--- src/hdl/ebm_pkg.sv ---
// ----------------------------------------------------------------------------
// ebm_pkg
// Shared types and constants of the extent bitmap marker.
// ----------------------------------------------------------------------------
package ebm_pkg;

  localparam int MAP_BLOCKS = 65536;
  localparam int WORD_BITS  = 32;
  localparam int MAP_WORDS  = MAP_BLOCKS / WORD_BITS;
  localparam int ADDR_W     = $clog2(MAP_WORDS);
  localparam int BIT_W      = $clog2(WORD_BITS);

  localparam int START_W  = 16;
  localparam int LENGTH_W = 17;
  localparam int DEV_W    = 17;
  localparam int RUNS_W   = 16;
  localparam int BLOCKS_W = 17;
  localparam int CFG_IDX_W  = 1;
  localparam int CFG_DATA_W = 17;

  localparam logic [CFG_IDX_W-1:0] REG_DEVICE_BLOCKS   = 1'd0;
  localparam logic [CFG_IDX_W-1:0] REG_REPORT_OVERLAPS = 1'd1;

  localparam logic [DEV_W-1:0] DEVICE_BLOCKS_RST = DEV_W'(65536);

  typedef enum logic [1:0] {
    CMD_BEGIN,
    CMD_SKIP,
    CMD_WALK
  } cmd_kind_e;

  typedef struct packed {
    logic                action;
    logic [START_W-1:0]  extent_start;
    logic [LENGTH_W-1:0] extent_length;
  } in_word_t;

  typedef struct packed {
    logic [RUNS_W-1:0]   overlap_runs;
    logic [BLOCKS_W-1:0] overlap_blocks;
    logic [START_W-1:0]  first_overlap_block;
    logic                error_seen;
  } out_word_t;

  typedef struct packed {
    cmd_kind_e         kind;
    logic [ADDR_W-1:0] first_word;
    logic [ADDR_W-1:0] last_word;
    logic [BIT_W-1:0]  lo_bit;
    logic [BIT_W-1:0]  hi_bit;
  } cmd_t;

  typedef struct packed {
    logic cmd_pop;
    logic init_busy;
  } bk_status_t;

endpackage

--- src/hdl/ebm_front.sv ---
// ----------------------------------------------------------------------------
// ebm_front
// Accepts input words, clips each extent to the device and queues commands.
// ----------------------------------------------------------------------------
module ebm_front (
  input  logic                       clk_i,
  input  logic                       rst_ni,
  input  logic                       push,
  output logic                       full,
  input  ebm_pkg::in_word_t          in_word_i,
  input  logic [ebm_pkg::DEV_W-1:0]  device_blocks_i,
  output logic                       cmd_valid_o,
  output ebm_pkg::cmd_t              cmd_o,
  input  ebm_pkg::bk_status_t        status_i
);
  import ebm_pkg::*;

  localparam int END_W = LENGTH_W + 1;

  cmd_t                 q_q [2];
  logic                 wp_q, rp_q;
  logic [1:0]           cnt_q;
  logic                 accept;
  logic [DEV_W-1:0]     lim;
  logic [END_W-1:0]     end_full;
  logic [DEV_W-1:0]     eff_end;
  logic [DEV_W-1:0]     last_blk;
  cmd_t                 cmd_new;

  assign full        = (cnt_q == 2'd2) || status_i.init_busy;
  assign accept      = push && !full;
  assign cmd_valid_o = (cnt_q != 2'd0);
  assign cmd_o       = q_q[rp_q];

  // clip the extent to the device and to the map
  always_comb begin
    lim      = (device_blocks_i < DEV_W'(MAP_BLOCKS)) ? device_blocks_i : DEV_W'(MAP_BLOCKS);
    end_full = END_W'(in_word_i.extent_start) + END_W'(in_word_i.extent_length);
    eff_end  = (end_full < END_W'(lim)) ? end_full[DEV_W-1:0] : lim;
    last_blk = eff_end - DEV_W'(1);
    cmd_new.first_word = in_word_i.extent_start[BIT_W +: ADDR_W];
    cmd_new.lo_bit     = in_word_i.extent_start[BIT_W-1:0];
    cmd_new.last_word  = last_blk[BIT_W +: ADDR_W];
    cmd_new.hi_bit     = last_blk[BIT_W-1:0];
    if (!in_word_i.action) begin
      cmd_new.kind = CMD_BEGIN;
    end else if (in_word_i.extent_start == '0) begin
      cmd_new.kind = CMD_SKIP;
    end else if (DEV_W'(in_word_i.extent_start) < eff_end) begin
      cmd_new.kind = CMD_WALK;
    end else begin
      cmd_new.kind = CMD_SKIP;
    end
  end

  always_ff @(posedge clk_i or negedge rst_ni) begin
    if (!rst_ni) begin
      wp_q  <= 1'b0;
      rp_q  <= 1'b0;
      cnt_q <= 2'd0;
    end else begin
      if (accept) begin
        wp_q <= ~wp_q;
      end
      if (status_i.cmd_pop) begin
        rp_q <= ~rp_q;
      end
      cnt_q <= cnt_q + 2'(accept) - 2'(status_i.cmd_pop);
    end
  end

  always_ff @(posedge clk_i) begin
    if (accept) begin
      q_q[wp_q] <= cmd_new;
    end
  end

endmodule

--- config.mk ---
export PLATFORM = sky130hd
export DESIGN_NAME = ebm_front
export DESIGN_NICKNAME = d
export VERILOG_FILES = /design/src/hdl/ebm_pkg.sv /design/src/hdl/ebm_front.sv
export SDC_FILE = /design/constraint.sdc
export NUM_CORES = 1
export LEC_CHECK = 0
export BUFFER_PORTS_ARGS = -buffer_cell sky130_fd_sc_hd__buf_4
export CAP_MARGIN = 15
export CELL_PAD_IN_SITES_DETAIL_PLACEMENT = 1
export CELL_PAD_IN_SITES_GLOBAL_PLACEMENT = 1
export CORE_MARGIN = 1
export CORE_UTILIZATION = 48
export DETAILED_ROUTE_END_ITERATION = 7
export PLACE_DENSITY_LB_ADDON = 0.1
export SLEW_MARGIN = 40
export SYNTH_ARGS = -nofsm -noshare
export SYNTH_HDL_FRONTEND = slang
export SYNTH_SLANG_ARGS = --single-unit
--- constraint.sdc ---
create_clock -name clk_i -period 6.35 [get_ports clk_i]
set_input_delay 0 -clock clk_i [delete_from_list [all_inputs] [get_ports clk_i]]
set_output_delay 0 -clock clk_i [all_outputs]
set_load 0.02 [all_outputs]
==> results.ini, run 1 <==
[clock_tree]
clock_tree.buffer_depth = 2
clkLatencyLatePin_ps = 350
htree_levels = 3
tritoncts = yes
clock_sink_count = 72
ctsRootBufferMaster = clkbuf_8
clk_transition_reported_paths_ps = 80
number_of_buffers_inserted_during_clock_tree_synthesis = 9

[layout]
sequential_cell_area_um2 = 2142
post_route_cells_drive_above_1_share_pct = 32.56
final_common_cell = buf_4
final_area_um2 = 6633
commonest_cells_after_routing_fill_and_taps_aside = 104 x buf_4, 68 x edfxtp_1, 45 x ha_1
multi_input_area_um2 = 3029
num-nets-final = 702
antenna_cells = 0
fillerInstances = 1108
area.growth.synth_to_final_pct = 26.09

[routing]
vias = 4600
residual_drc = 0
routed_wl_mm = 17.32
antenna_violating_nets_post_route = 0
detailedRoute.firstIterationViolations = 397
drt-pass1-iter-count = 4
post_drt_wl_per_cell_um = 23.47
route.detailed.vias_per_inst = 6.233

[setup_path]
crit_slowest_cell = dlygate4sd3_1
worst-path-buf-inv = 3
crit_path_end_kind = flip-flop
cp-start-kind = primary input
r2r_slack_ps = 4460
worst-path-max-fanout = 9
cp_common_cell = a21o_1
timing.critical_path.required_ps = 6450
timing.critical_path.max_delay_family = compound AO/OA/AOI/OAI gates
critical-path-max-stage-delay_ps = 540
critPathKind = in -> reg
worst-endpoint-arrival_ps = 6260

[sta]
worst_relative_slew_slack_pct = 46.86
timing.setup.tns_ps = 0
finalCritPeriodShare_pct = 97.09
setup_slack_ps = 184.6
timing.final.setup_violations = 0
timing_worst_slew_pin_value_ps = 786.0
final_hold_viol_count = 0
fmax_ghz = 0.1622
slew_viol_final = 0
fin_worst_skew_ps = 10.61
min_period_ps = 6165

[die]
initial_core_util_pct = 50.28
floorplan_die_height_um = 106.7
rows = 37
core-area_um2 = 10460
design.die.area_um2 = 11380
fp.dieW_um = 106.7
boundaryPins = 92

[global_routing]
via_count_of_the_first_global_routing_pass = 4795
grt_overflow_total = 0
global_route.usage.total_pct = 31.19
grt_start_max_net_pins = 36
grt_antenna_before_repair = 0
grt_first_pass_wirelength_mm = 26.74

[placed_design]
placement.setup.worst_slack_ps = -32.00
postPlaceCellArea_um2 = 6087
io_buffers = 91
place.gp.congestion = 0.8667
place.detailed.hpwl_mm = 11.97

[power_and_ir_drop]
power.total_mw = 2.247
ir_drop_v = 0.0003812
comb_power_share_pct = 49.9
leakagePower_nw = 2.649
cell_internal_pwr_mw = 1.375
power.density_cell_area_nw_per_um2 = 338.8
switching_power_uw = 872.0
pwr-share-seq_pct = 29.4
sw_share_pct = 38.80
p_clk_share_pct = 20.7

[logic_synthesis]
synth-main-ff-cell = edfxtp_1
cells_after_synth = 484
async_reset_ff_share_pct = 5.556
yosys_warnings = 0
ys_seq_area_share_pct = 40.72
synthesis.nets = 589
synth.cell_area_um2 = 5260
synth-edff-count = 68
syn_area_per_cell_um2 = 10.87
ys_seq_elements = 72
synthDistinctLibCells = 71

[hold_path]
hold_class = in -> reg

[job]
cap_viol_max_count = 0

[run_status]
result_of_the_run = finished clean

power by group through the flow:
stage          clock network [mW]  logic, mW  registers [mW]
3_3_place_gp                    0       1.00           0.659
6_report                    0.465       1.12           0.661
5_1_grt                     0.483       1.19           0.667
3_5_place_dp                    0       1.05           0.668
2_1_floorplan                   0      0.705           0.658
4_1_cts                     0.459       1.07           0.658
metrics by stage:
step           utilization (%)  hold slack, ps  instances
5_1_grt                  63.39           56.47        738
4_1_cts                  62.41           34.84        737
6_report                 63.39           48.73        738
3_3_place_gp             58.18          -201.3        702
2_1_floorplan                -          -295.6        484
3_5_place_dp             58.18          -199.1        702
worst reg2reg max path: stages (launching register included):
cell	delay [ps]
dfrtp_1	390
inv_1	50
a21oi_1	280
nand2_1	200
ha_1	340
inv_1	60
ha_1	190
xnor2_1	180
xnor2_1	140
kinds of logic after synthesis:
logic type / synth area share (%)
AND/OR/NAND/NOR: 13.23
AO/OA/AOI/OAI: 17.77
XOR/XNOR: 4.995
adder cells (fa/ha/maj): 12.01
multiplexers: 7.731
flip-flops: 40.72
buffers and inverters: 3.544
state kept, by name, indices dropped and copies added, names as in the netlist:
| register | cells |
|---|---|
| wp_q | 1 |
| q_q | 68 |
| rp_q | 1 |
| cnt_q | 2 |
Yosys cell counts (3+ instances only):
cell type	count	share of area (%)
edfxtp_1	68	39
buf_2	8	0.76
xnor2_1	20	3.3
ha_1	48	11
o21a_1	5	0.71
nand2_1	32	2.3
nand4_1	8	0.95
and3_1	6	0.71
or2_2	4	0.48
nor4b_1	3	0.50
nand3_1	12	1.1
nor2b_1	4	0.48
xor2_1	10	1.7
a21o_1	18	2.6
o21bai_1	4	0.57
inv_1	17	1.2
o211ai_1	4	0.57
dfrtp_1	4	1.9
buf_4	4	0.57
or3_1	3	0.36
nor3_1	9	0.86
a31oi_1	3	0.36
o22ai_1	5	0.59
a21oi_2	4	0.67
and4_1	4	0.67
clkbuf_1	5	0.36
o21ai_0	8	0.76
nor2_1	16	1.1
a211oi_1	3	0.43
nand2b_1	3	0.36
o21ai_1	12	1.1
a21oi_1	45	4.3
nor4_1	8	0.95
mux2_2	34	7.3
metal layers:
metal	wire length [um]	part of all wire, %	track usage (%)
met2	8631	50	53.96
met4	321	1.9	8.611
met1	7385	43	40.97
met5	0	0	0
met3	985	5.7	3.891
layout make-up:
cell class,count,area share (%)
clock buffer,10,2.075
inverter,18,1.019
tap,136,2.566
sequential,72,32.30
multi-input combinational,373,45.67
timing repair buffer,123,14.64
clock inverter,6,1.736
final timing paths:
check / endpoint / from / depth (start not counted)
worst max-delay path: q_q[1][32] / in_word_i[25] / 29
worst min-delay path: wp_q / push / 3
worst max register to register: cnt_q[1] / cnt_q[0] / 8
worst min register to register: cnt_q[1] / cnt_q[1] / 1
max in group asynchronous: wp_q / rst_ni / 3
min in group asynchronous: cnt_q[1] / rst_ni / 3
what timing repair did:
action                                  CTS  global route
resized for setup                         0            19
buffers inserted                          0             1
hold buffers                             19             0
endpoints found under the setup margin    0             4
hold endpoints to repair                 37             0
Note: power is estimated with default switching activity, not from simulation.
==> run 2: changes to the inputs <==
- BUFFER_PORTS_ARGS: -buffer_cell sky130_fd_sc_hd__buf_4 -> default
- CAP_MARGIN: 15 -> 25
- CORE_UTILIZATION: 48 -> 55
- DONT_BUFFER_PORTS: default -> 1
==> results.ini, run 2 (synthesis gave the netlist of run 1 again) <==
[global_routing]
grt_antenna_before_repair = 0
global_route.usage.total_pct = 33.82
grt_first_pass_wirelength_mm = 24.87
grt_overflow_total = 0
grt_start_max_net_pins = 35
via_count_of_the_first_global_routing_pass = 4425

[clock_tree]
ctsRootBufferMaster = clkbuf_8
tritoncts = yes
clock_sink_count = 72
clkLatencyLatePin_ps = 370
post_cts_resized = 0
clock_tree.buffer_depth = 2
number_of_buffers_inserted_during_clock_tree_synthesis = 9
clk_transition_reported_paths_ps = 100
htree_levels = 3
cts_hold_buf = 22
post_cts.repair.setup_buffers = 0

[routing]
vias = 4175
residual_drc = 0
detailedRoute.firstIterationViolations = 319
post_drt_wl_per_cell_um = 25.27
routed_wl_mm = 16.17
drt-pass1-iter-count = 5
route.detailed.vias_per_inst = 6.523
antenna_violating_nets_post_route = 0

[sta]
fin_worst_skew_ps = 22.56
setup_slack_ps = 422.2
timing.final.setup_violations = 0
slew_viol_final = 0
finalCritPeriodShare_pct = 93.35
fmax_ghz = 0.1687
grt_setup_unrepaired = false
worst_relative_slew_slack_pct = 51.40
timing_worst_slew_pin_value_ps = 718.9
min_period_ps = 5928
final_hold_viol_count = 0
timing.setup.tns_ps = 0

[setup_path]
worst-endpoint-arrival_ps = 6020
critPathKind = in -> reg
worst-path-max-fanout = 4
worstSetupStartpoint = in_word_i[0]
crit_path_end_kind = flip-flop
cp-start-kind = primary input
r2r_slack_ps = 4390
timing.critical_path.required_ps = 6450
worstReg2RegStart = cnt_q[0]
worst_r2r_path_depth = 5

[run_status]
result_of_the_run = finished clean

[layout]
max_flop_register = q_q
area.growth.synth_to_final_pct = 11.56
max_reg_flops = 68
final_common_cell = edfxtp_1
largest_registers = q_q (68), cnt_q (2)
post_route_cells_drive_above_1_share_pct = 16.83
final_util_pct = 63.51
antenna_cells = 0
num-nets-final = 611
commonest_cells_after_routing_fill_and_taps_aside = 68 x edfxtp_1, 48 x ha_1, 45 x a21oi_1

[die]
boundaryPins = 92
floorplan_die_height_um = 99.80
initial_core_util_pct = 56.93
design.die.area_um2 = 9959
core-area_um2 = 9240
rows = 35
fp.dieW_um = 99.80

[power_and_ir_drop]
power.total_mw = 2.058
power.density_cell_area_nw_per_um2 = 350.8
ir_drop_v = 0.0001675
leakagePower_nw = 2.190

[placed_design]
io_buffers = 0
place.detailed.hpwl_mm = 11.34
place.gp.congestion = 0.9560
placement.setup.worst_slack_ps = 151.3

[job]
cap_viol_max_count = 0

[hold_path]
hold-path-cell-count = 3
min_from = status_i[1]
hold_class = in -> reg

run 2: cell types whose count changed in the layout (fill, tap and decap cells not counted), sizes merged:
cell         delta
buf            -94
dlygate4sd3     +3
clkinv          -1
inv             +1
run 2: worst paths after layout:
| path | endpoint |
|---|---|
| max | q_q[0][32] |
| min | cnt_q[0] |
| max reg2reg | q_q[0][8] |
| min reg2reg | cnt_q[1] |
| max in group asynchronous | cnt_q[1] |
| min in group asynchronous | wp_q |
run 2: per-layer routing:
metal,vias to the layer above,track usage [%],share of wire [%]
li1,1903,-,-
met4,0,14.25,3.7
met3,47,8.078,5.6
met5,-,0,0
met2,165,55.28,48
met1,2060,43.01,43
run 2: stage by stage:
| step | hold slack, ps | instance area (um2) | cells |
|---|---|---|---|
| final | 76.10 | 5868 | 640 |
| after detailed placement | -295.5 | 5405 | 602 |
| after CTS | 47.18 | 5868 | 640 |
| after global routing | 70.26 | 5868 | 640 |
| after floorplan | -295.6 | 5260 | 484 |
| after global placement | -295.5 | 5378 | 601 |
run 2: power breakdown:
group          switching (mW)  internal (mW)
clock network           0.196          0.264
registers              0.0433          0.632
logic                   0.579          0.344
total                   0.818           1.24
run 2: area by class of cell:
type | instances | area [um2]
Multi-Input combinational cell | 373 | 2939
Clock inverter | 6 | 115.1
Sequential cell | 72 | 2142
Tap cell | 129 | 161.4
Inverter | 18 | 67.56
Fill cell | 981 | 3372
Timing Repair Buffer | 32 | 315.3
Clock buffer | 10 | 127.6
run 2: critical path, stage by stage:
cell       delay [ps]
ha_1              220
fa_1              430
a21oi_1           180
o21ai_1           140
a31o_1            280
or2_2             290
o41ai_1           380
xnor2_1           150
ha_1              310
and4_1            250
nand2_1            90
a211oi_1          180
mux2i_1           150
o211a_1           290
a21oi_1           310
nor2_1            140
ha_1              320
a21o_1            190
a21o_1            200
a21o_1            180
a21o_1            170
a21o_1            180
a21o_1            170
a2111oi_0         410
nand3_1           170
and4_1            250
